`src/hdl/packed_normal_normalizer_assert.svh`:
```
// assertion macros for the packed normal normalizer
`ifndef PACKED_NORMAL_NORMALIZER_ASSERT_SVH
`define PACKED_NORMAL_NORMALIZER_ASSERT_SVH
`ifndef NO_ASSERTIONS
`define PNN_ASSERT(lbl, clk, rstn, prop, msg) \
  lbl: assert property (@(posedge clk) disable iff (!rstn) prop) else $error(msg);
`define PNN_ASSERT_NEVER(lbl, clk, rstn, cond, msg) \
  lbl: assert property (@(posedge clk) disable iff (!rstn) !(cond)) else $error(msg);
`else
`define PNN_ASSERT(lbl, clk, rstn, prop, msg)
`define PNN_ASSERT_NEVER(lbl, clk, rstn, cond, msg)
`endif
`endif

```
`src/hdl/pnn_pkg.sv`:
```
// shared constants and types for the packed normal normalizer
`default_nettype none
package pnn_pkg;
  localparam int FRAC_BITS = 14;
  localparam int QW = FRAC_BITS + 1;
  localparam int RW = 2 * FRAC_BITS + 22;
  localparam int BW = FRAC_BITS + 19;
  localparam int IW = $clog2(FRAC_BITS + 1);
  localparam int XW = (QW > 16) ? QW : 16;
  localparam int NSTEP = FRAC_BITS + 1;
  localparam logic [15:0] NORM_ONE = 16'(64'(1) << FRAC_BITS);

  typedef struct packed {
    logic [QW-1:0]        q;
    logic signed [RW-1:0] rm;
    logic signed [BW-1:0] b;
    logic [15:0]          s;
  } lane_st_t;
endpackage
`default_nettype wire

```
`src/hdl/pnn_step.sv`:
```
// one bit decision of the square root ratio search
`default_nettype none
module pnn_step (
  input  wire pnn_pkg::lane_st_t       st_i,
  input  wire logic [pnn_pkg::IW-1:0]  idx_i,
  output pnn_pkg::lane_st_t            st_o
);
  logic [pnn_pkg::IW:0]                sh1, sh2;
  logic signed [pnn_pkg::RW-1:0]       bx, sx, rm_t;
  logic                                ok;

  // setting bit i: (2q-1)^2 s grows by (2q-1)s * 2^(i+2) plus s * 4^(i+1)
  always_comb begin
    sh1  = {1'b0, idx_i} + 1'b1;
    sh2  = {idx_i, 1'b0} + 2'd2;
    bx   = pnn_pkg::RW'(st_i.b);
    sx   = $signed(pnn_pkg::RW'(st_i.s));
    rm_t = st_i.rm - (bx <<< (sh1 + 1'b1)) - (sx <<< sh2);
    ok   = !rm_t[pnn_pkg::RW-1] &&
           ((idx_i == pnn_pkg::IW'(pnn_pkg::FRAC_BITS)) || !st_i.q[pnn_pkg::FRAC_BITS]);
    st_o = st_i;
    if (ok) begin
      st_o.q  = st_i.q | (pnn_pkg::QW'(1) << idx_i);
      st_o.rm = rm_t;
      st_o.b  = st_i.b + ($signed(pnn_pkg::BW'(st_i.s)) <<< sh1);
    end
  end
endmodule
`default_nettype wire

```
`src/hdl/pnn_lane.sv`:
```
// one lane: pipelined bit-by-bit search for round(mag * 2^f / sqrt(s))
`default_nettype none
module pnn_lane (
  input  wire logic                      clk_i,
  input  wire logic                      en_i,
  input  wire logic [7:0]                mag_i,
  input  wire logic [15:0]               s_i,
  output logic [pnn_pkg::QW-1:0]         q_o
);
  pnn_pkg::lane_st_t st_in [pnn_pkg::NSTEP];
  pnn_pkg::lane_st_t st_nx [pnn_pkg::NSTEP];
  pnn_pkg::lane_st_t st_q  [pnn_pkg::NSTEP];
  pnn_pkg::lane_st_t st_first;
  logic [14:0] c2;

  // start at q = 0 (d = -1): remainder = 4c^2 * 4^f - s, b = -s
  always_comb begin
    c2 = 15'(16'(mag_i) * 16'(mag_i));
    st_first.q  = '0;
    st_first.rm = $signed(pnn_pkg::RW'(c2) << (2 * pnn_pkg::FRAC_BITS + 2))
                  - $signed(pnn_pkg::RW'(s_i));
    st_first.b  = -$signed(pnn_pkg::BW'(s_i));
    st_first.s  = s_i;
  end

  for (genvar k = 0; k < pnn_pkg::NSTEP; k++) begin : g_step
    if (k > 0) begin : g_link
      assign st_in[k] = st_q[k-1];
    end else begin : g_first
      assign st_in[k] = st_first;
    end
    pnn_step u_step (
      .st_i  (st_in[k]),
      .idx_i (pnn_pkg::IW'(pnn_pkg::FRAC_BITS - k)),
      .st_o  (st_nx[k])
    );
    always_ff @(posedge clk_i) begin
      if (en_i) st_q[k] <= st_nx[k];
    end
  end

  assign q_o = st_q[pnn_pkg::NSTEP-1].q;
endmodule
`default_nettype wire

```
`config.mk`:
```
export PLATFORM = sky130hd
export DESIGN_NAME = pnn_lane
export DESIGN_NICKNAME = d
export VERILOG_FILES = /design/src/hdl/packed_normal_normalizer_assert.svh /design/src/hdl/pnn_pkg.sv /design/src/hdl/pnn_step.sv /design/src/hdl/pnn_lane.sv
export SDC_FILE = /design/constraint.sdc
export NUM_CORES = 2
export LEC_CHECK = 0
export BUFFER_PORTS_ARGS = -buffer_cell sky130_fd_sc_hd__buf_4
export CORE_ASPECT_RATIO = 2
export CORE_MARGIN = 2
export CORE_UTILIZATION = 35
export CTS_CLUSTER_SIZE = 25
export DETAILED_ROUTE_END_ITERATION = 8
export GPL_TIMING_DRIVEN = 0
export PLACE_DENSITY_LB_ADDON = 0.12
export SLEW_MARGIN = 15
export SYNTH_ARGS = -nofsm -noshare
export SYNTH_HDL_FRONTEND = slang
export SYNTH_SLANG_ARGS = --single-unit
export TNS_END_PERCENT = 30
```
`constraint.sdc`:
```
create_clock -name clk_i -period 26.5 [get_ports clk_i]
set_input_delay 3.975 -clock clk_i [delete_from_list [all_inputs] [get_ports clk_i]]
set_output_delay 3.975 -clock clk_i [all_outputs]
set_load 0.01 [all_outputs]
```
* Word level (Yosys, flattened, before mapping)
Memory sizes are Yosys's and may differ from the RTL's.
Cells that the tools add are included.
** Storage, ports and cells
- Flip-flop bits (word level) :: 0
- Logic and storage cells :: 108
- Input bits :: 26
- Bits in writable memories :: 1710
- Output and inout port bits :: 15
- Memories :: 1
** Cells by class
- $mul :: 1
- Reductions and logical operators :: 42
- Mux-type cells :: 17
- Add/sub/neg operators :: 47
** Memories
- st_q :: depth 15, bits a word 114, rd ports 15, clocked after Yosys merged registers in 0, wr ports 15, line pnn_lane.sv:12 : pnn_pkg::lane_st_t st_q [pnn_pkg::NSTEP];
** Operators by type and width (number)
- subtractor 50 x 35 -> 50 bit :: 2
- subtractor 50 x 37 -> 50 bit :: 2
- subtractor 50 x 39 -> 50 bit :: 2
- subtractor 50 x 41 -> 50 bit :: 2
- subtractor 50 x 43 -> 50 bit :: 2
- subtractor 50 x 45 -> 50 bit :: 2
- subtractor 50 x 47 -> 50 bit :: 2
- two-way mux 98 bit :: 1
- two-way mux 97 bit :: 1
- two-way mux 96 bit :: 1
- two-way mux 95 bit :: 1
- two-way mux 94 bit :: 1
- two-way mux 93 bit :: 1
- two-way mux 92 bit :: 1
- two-way mux 91 bit :: 1
- two-way mux 90 bit :: 1
- two-way mux 89 bit :: 1
- two-way mux 88 bit :: 1
- two-way mux 87 bit :: 1
- two-way mux 86 bit :: 1
- two-way mux 85 bit :: 1
- two-way mux 84 bit :: 1
- subtractor 46 x 49 -> 50 bit :: 1
- subtractor 50 x 19 -> 50 bit :: 1
- other kinds (35) :: 76

* Depth between registers and ports, before layout
An unclocked memory read counts as a cell.
- Depth after elaboration :: 6
- Depth in mapped cells :: 36
- Depth with buffers taken out :: 33

* By module
Synthesis repeated with hierarchy kept, for this count alone.
** Second synthesis, totals
- Cells, all modules :: 27138
- Area, all modules :: 215740.7 um^2
** Modules (own cells, without submodules)
- pnn_step at g_step[14].u_step ... :: area an instance 10938.0 um^2, instances 8, cells an instance 1668, seq. area each 0.0 um^2
- pnn_lane :: area an instance 50591.0 um^2, instances 1, cells an instance 1894, seq. area each 48376.4 um^2
- pnn_step at g_step[0].u_step ... :: area an instance 11220.8 um^2, instances 3, cells an instance 1710, seq. area each 0.0 um^2
- pnn_step at g_step[8].u_step :: area an instance 11172.0 um^2, instances 1, cells an instance 1714, seq. area each 0.0 um^2
- pnn_step at g_step[12].u_step :: area an instance 11079.4 um^2, instances 1, cells an instance 1678, seq. area each 0.0 um^2
- pnn_step at g_step[9].u_step :: area an instance 11006.8 um^2, instances 1, cells an instance 1707, seq. area each 0.0 um^2
- pnn_step at g_step[13].u_step :: area an instance 10725.3 um^2, instances 1, cells an instance 1671, seq. area each 0.0 um^2

* Worst setup path before layout
Ideal clock, no wire load.
- Path type :: input port to flip-flop
- Start :: input mag_i[5]
- End :: memory st_q[0][85] in the netlist's numbering (data pin)
- Arrival :: 10.862 ns
- Data required time :: 26.238 ns
- Buffers on the path :: 2
- Setup slack :: 15.376 ns
- Setup time :: 0.262 ns
- Stages :: 32
- Cells stage by stage :: clkbuf_1 -> inv_1 -> nor2_1 -> fa_1 -> fa_1 -> inv_1 -> fa_1 -> fa_1 -> inv_1 -> ha_1 -> o21ai_0 -> o21ba_2 -> o311ai_0 -> a21boi_0 -> o21a_1 -> or2_2 -> xnor2_1 -> fa_1 -> inv_1 -> ha_1 -> a21o_1 -> a21o_1 -> a21oi_1 -> inv_1 -> a21oi_1 -> o21ai_0 -> nand2_1 -> o311ai_1 -> and3_1 -> nor2_4 -> buf_4 -> mux2_1
** RTL lines
- start: declaration :: line pnn_lane.sv:6 : input wire logic [7:0] mag_i,
- end: declaration :: line pnn_lane.sv:12

==> results.txt <==
pin count of the biggest net entering global routing -> 152
area of the die -> 0.3032 mm^2
number of post-CTS setup repair buffers -> 0
cell types occupying the most area after synthesis -> sky130_fd_sc_hd__edfxtp_1 (41%), sky130_fd_sc_hd__ha_1 (14%), sky130_fd_sc_hd__inv_1 (6.2%)
average wire per cell in the routed design -> 25.93 um
measured slew at the worst slew-check pin -> 1.351 ns
number of flip-flops under the largest register name -> 1,438
share of post-route cells with drive strength above 1 -> 5.048%
RSZ-0062 raised after global routing -> false
number of setup violations in the final report -> 0
sequential cell area fraction in the yosys report -> 41.32%
leading post-synthesis cells by instance count -> sky130_fd_sc_hd__inv_1 (1,729), sky130_fd_sc_hd__edfxtp_1 (1,438), sky130_fd_sc_hd__ha_1 (1,201)
DRT Wirelength -> 371,300 um
top achievable clock speed -> 75.83 MHz
CP Data Arrival Time -> 13.69 ns
biggest regs -> st_q: 1438 flops
clock tree from TritonCTS -> built
count of input and output buffers -> 39
most frequent cell after synthesis -> sky130_fd_sc_hd__inv_1
overall via count from detail_route -> 73,760
CP Launch Type -> primary input
number of buffers inserted for hold repair after clock tree synthesis -> 0
core box area -> 0.2971 mm^2
worst hold path class -> register to register
share of async-settable or async-resettable flops after synthesis -> 0%
clock slew at reported path FFs -> 0.06 ns
Inserted Clock Buffers -> 164
Worst-Skew Late Latency -> 0.88 ns
CP Capture Type -> register
max-cap violation count -> 0
Critical Setup Path Class -> primary input to register
CTS resizes -> 0
horizontal die dimension -> 390.4 um
Sinks on Clock Net -> 1,438
highest cell delay on the worst timing path -> 0.80 ns
residual overflow from global routing -> 0
initial antenna violation count -> 14
Gate Count Post-Synth -> 10,070
initial core utilization -> 35.17%
remaining max-slew budget at the tightest pin -> 9.912%
violation count after the first detailed-route iteration -> 2,761
HPWL reported at the end of detailed placement -> 316,900 um
Critical Path RT -> 27.00 ns
cell area after technology mapping -> 0.1045 mm^2
EDFF count, synth -> 1,438
drc violations -> 0
Net count, final -> 11,800
number of max-slew violations in the final report -> 0
final worst path period need -> 13.19 ns
Max stage delay cell, worst path -> sky130_fd_sc_hd__clkbuf_1
relative area change from synthesis to final layout -> 10.30%
critical path peak fanout -> 10
count of antenna-violating nets left after detailed routing -> 0
Synth cell types -> 103
GPL Wtd Cong -> 1.015
post-route setup TNS -> 0 ns
outcome -> finished, final reports clean
number of placed I/O pins -> 41
Avg Synthesized Cell Area -> 10.37 um^2
Top reg by flops -> st_q
Vert. Die Dim -> 776.7 um
grt met2 use -> 54.14%
net count after synthesis -> 11,580
root buffer selected by CTS -> sky130_fd_sc_hd__clkbuf_16
met3 global-route usage -> 2.295%
maximum clock insertion buffer count -> 4
FF+latch count, synth -> 1,438
wire length of the first global-routing pass -> 522,600 um
share of the synthesized area in the top cell type -> 41.32%
H-tree lvl count -> 4
number of vias per cell after detailed routing -> 5.151
via count of the first global-routing pass -> 80,770
Most Frequent Cell on Critical Path -> sky130_fd_sc_hd__inv_1
number of failing hold endpoints at the final stage -> 0
first-pass iteration count of the detailed router -> 5
final worst path period share -> 49.76%
most used routing layer -> met2
cell type with the largest total area after synthesis -> sky130_fd_sc_hd__edfxtp_1
Final Skew -> 0.03960 ns
GRT Overall Usage -> 24.33%
predominant post-synthesis flop cell -> sky130_fd_sc_hd__edfxtp_1
number of placement rows -> 283
warnings from Yosys -> 0
met1 Resource Use GR -> 12.92%
==> logic make-up after synthesis <==
group / after synthesis / share of synthesized area [%]
compound gates: 2100 / 12.62
buf+inv: 1968 / 7.200
simple gates: 1957 / 9.086
fa+ha+maj: 1479 / 19.71
flops: 1438 / 41.32
xor+xnor: 813 / 6.814
mux: 319 / 3.252
==> path summary, 6_finish.rpt <==
path	slack [ns]	depth (start not counted)	startpoint	to
setup / recovery	13.31	36	mag_i[0]	st_q[0][46]$_DFFE_PP_
hold / removal	0.40	0	st_q[0][796]$_DFFE_PP_	st_q[0][910]$_DFFE_PP_
setup reg to reg	19.10	16	st_q[1][282]$_DFFE_PP_	st_q[1][426]$_DFFE_PP_
hold reg to reg	0.40	0	st_q[0][796]$_DFFE_PP_	st_q[0][910]$_DFFE_PP_
==> area by class of cell <==
cell class,instances,area [um^2]
Multi-Input combinational cell,6668,53860
Clock buffer,203,4378
Sequential cell,1438,43180
Fill cell,29180,181800
Buffer,231,1025
Antenna cell,53,132.6
Inverter,1737,6520
Clock inverter,85,644.4
Timing Repair Buffer,59,704.4
Tap cell,3847,4813
==> through the flow <==
stage                     instances  util, %  hold WS (ns)  cell area [um^2]  setup WS, ns
after global routing          14320    38.79        0.4190            115200         13.03
final                         14320    38.80        0.4045            115300         13.31
after CTS                     14270    38.75        0.4025            115100         13.24
after detailed placement      13980    37.06        0.4045            110100         12.36
after global placement        13960    36.89        0.4002            109600         7.610
after floorplan               10070        -        0.4003            104500         15.38
==> per-layer routing <==
metal	routed length [um]	share of wire (%)	vias up
met1	78410	21	35660
met4	56240	15	2
met3	7276	2.0	1051
met5	12	0.0032	-
li1	-	-	35640
met2	229400	62	1403
==> cells in the final DEF, fill, tap and decap left out, types with 34 or more instances in the layout <==
cell / n
sky130_fd_sc_hd__inv_1: 1729
sky130_fd_sc_hd__edfxtp_1: 1438
sky130_fd_sc_hd__ha_1: 1201
sky130_fd_sc_hd__nand2_1: 694
sky130_fd_sc_hd__a21oi_1: 537
sky130_fd_sc_hd__xnor2_1: 476
sky130_fd_sc_hd__o21ai_0: 358
sky130_fd_sc_hd__xor2_1: 336
sky130_fd_sc_hd__nor2_1: 319
sky130_fd_sc_hd__a21o_1: 309
sky130_fd_sc_hd__o21ai_1: 292
sky130_fd_sc_hd__fa_1: 278
sky130_fd_sc_hd__clkbuf_16: 170
sky130_fd_sc_hd__clkbuf_1: 169
sky130_fd_sc_hd__mux2i_1: 164
sky130_fd_sc_hd__nand3_1: 162
sky130_fd_sc_hd__nor3_1: 154
sky130_fd_sc_hd__mux2_1: 104
sky130_fd_sc_hd__nor2b_1: 103
sky130_fd_sc_hd__o21a_1: 90
sky130_fd_sc_hd__and3_1: 81
sky130_fd_sc_hd__or3_1: 77
sky130_fd_sc_hd__nand2b_1: 77
sky130_fd_sc_hd__nand4_1: 75
sky130_fd_sc_hd__and2_1: 64
sky130_fd_sc_hd__buf_2: 64
sky130_fd_sc_hd__o31ai_1: 60
sky130_fd_sc_hd__a211oi_1: 57
sky130_fd_sc_hd__buf_4: 57
sky130_fd_sc_hd__diode_2: 53
sky130_fd_sc_hd__mux2_2: 50
sky130_fd_sc_hd__o21bai_1: 45
sky130_fd_sc_hd__or2_2: 36
sky130_fd_sc_hd__a31oi_1: 35
sky130_fd_sc_hd__clkinv_1: 34
sky130_fd_sc_hd__o211ai_1: 34
==> critical path, delay by kind of cell <==
kind / cells / cell delay [ns]
adders and majority gates: 7 / 2.53
xor gates and xnor gates: 1 / 0.46
and+or+nand+nor: 4 / 0.93
AOI/OAI and AO/OA: 15 / 3.74
buffers and inverters: 9 / 2.01
Power is not shown: default switching activity piles up to over one toggle a cycle in this logic, so the estimate is an artifact.
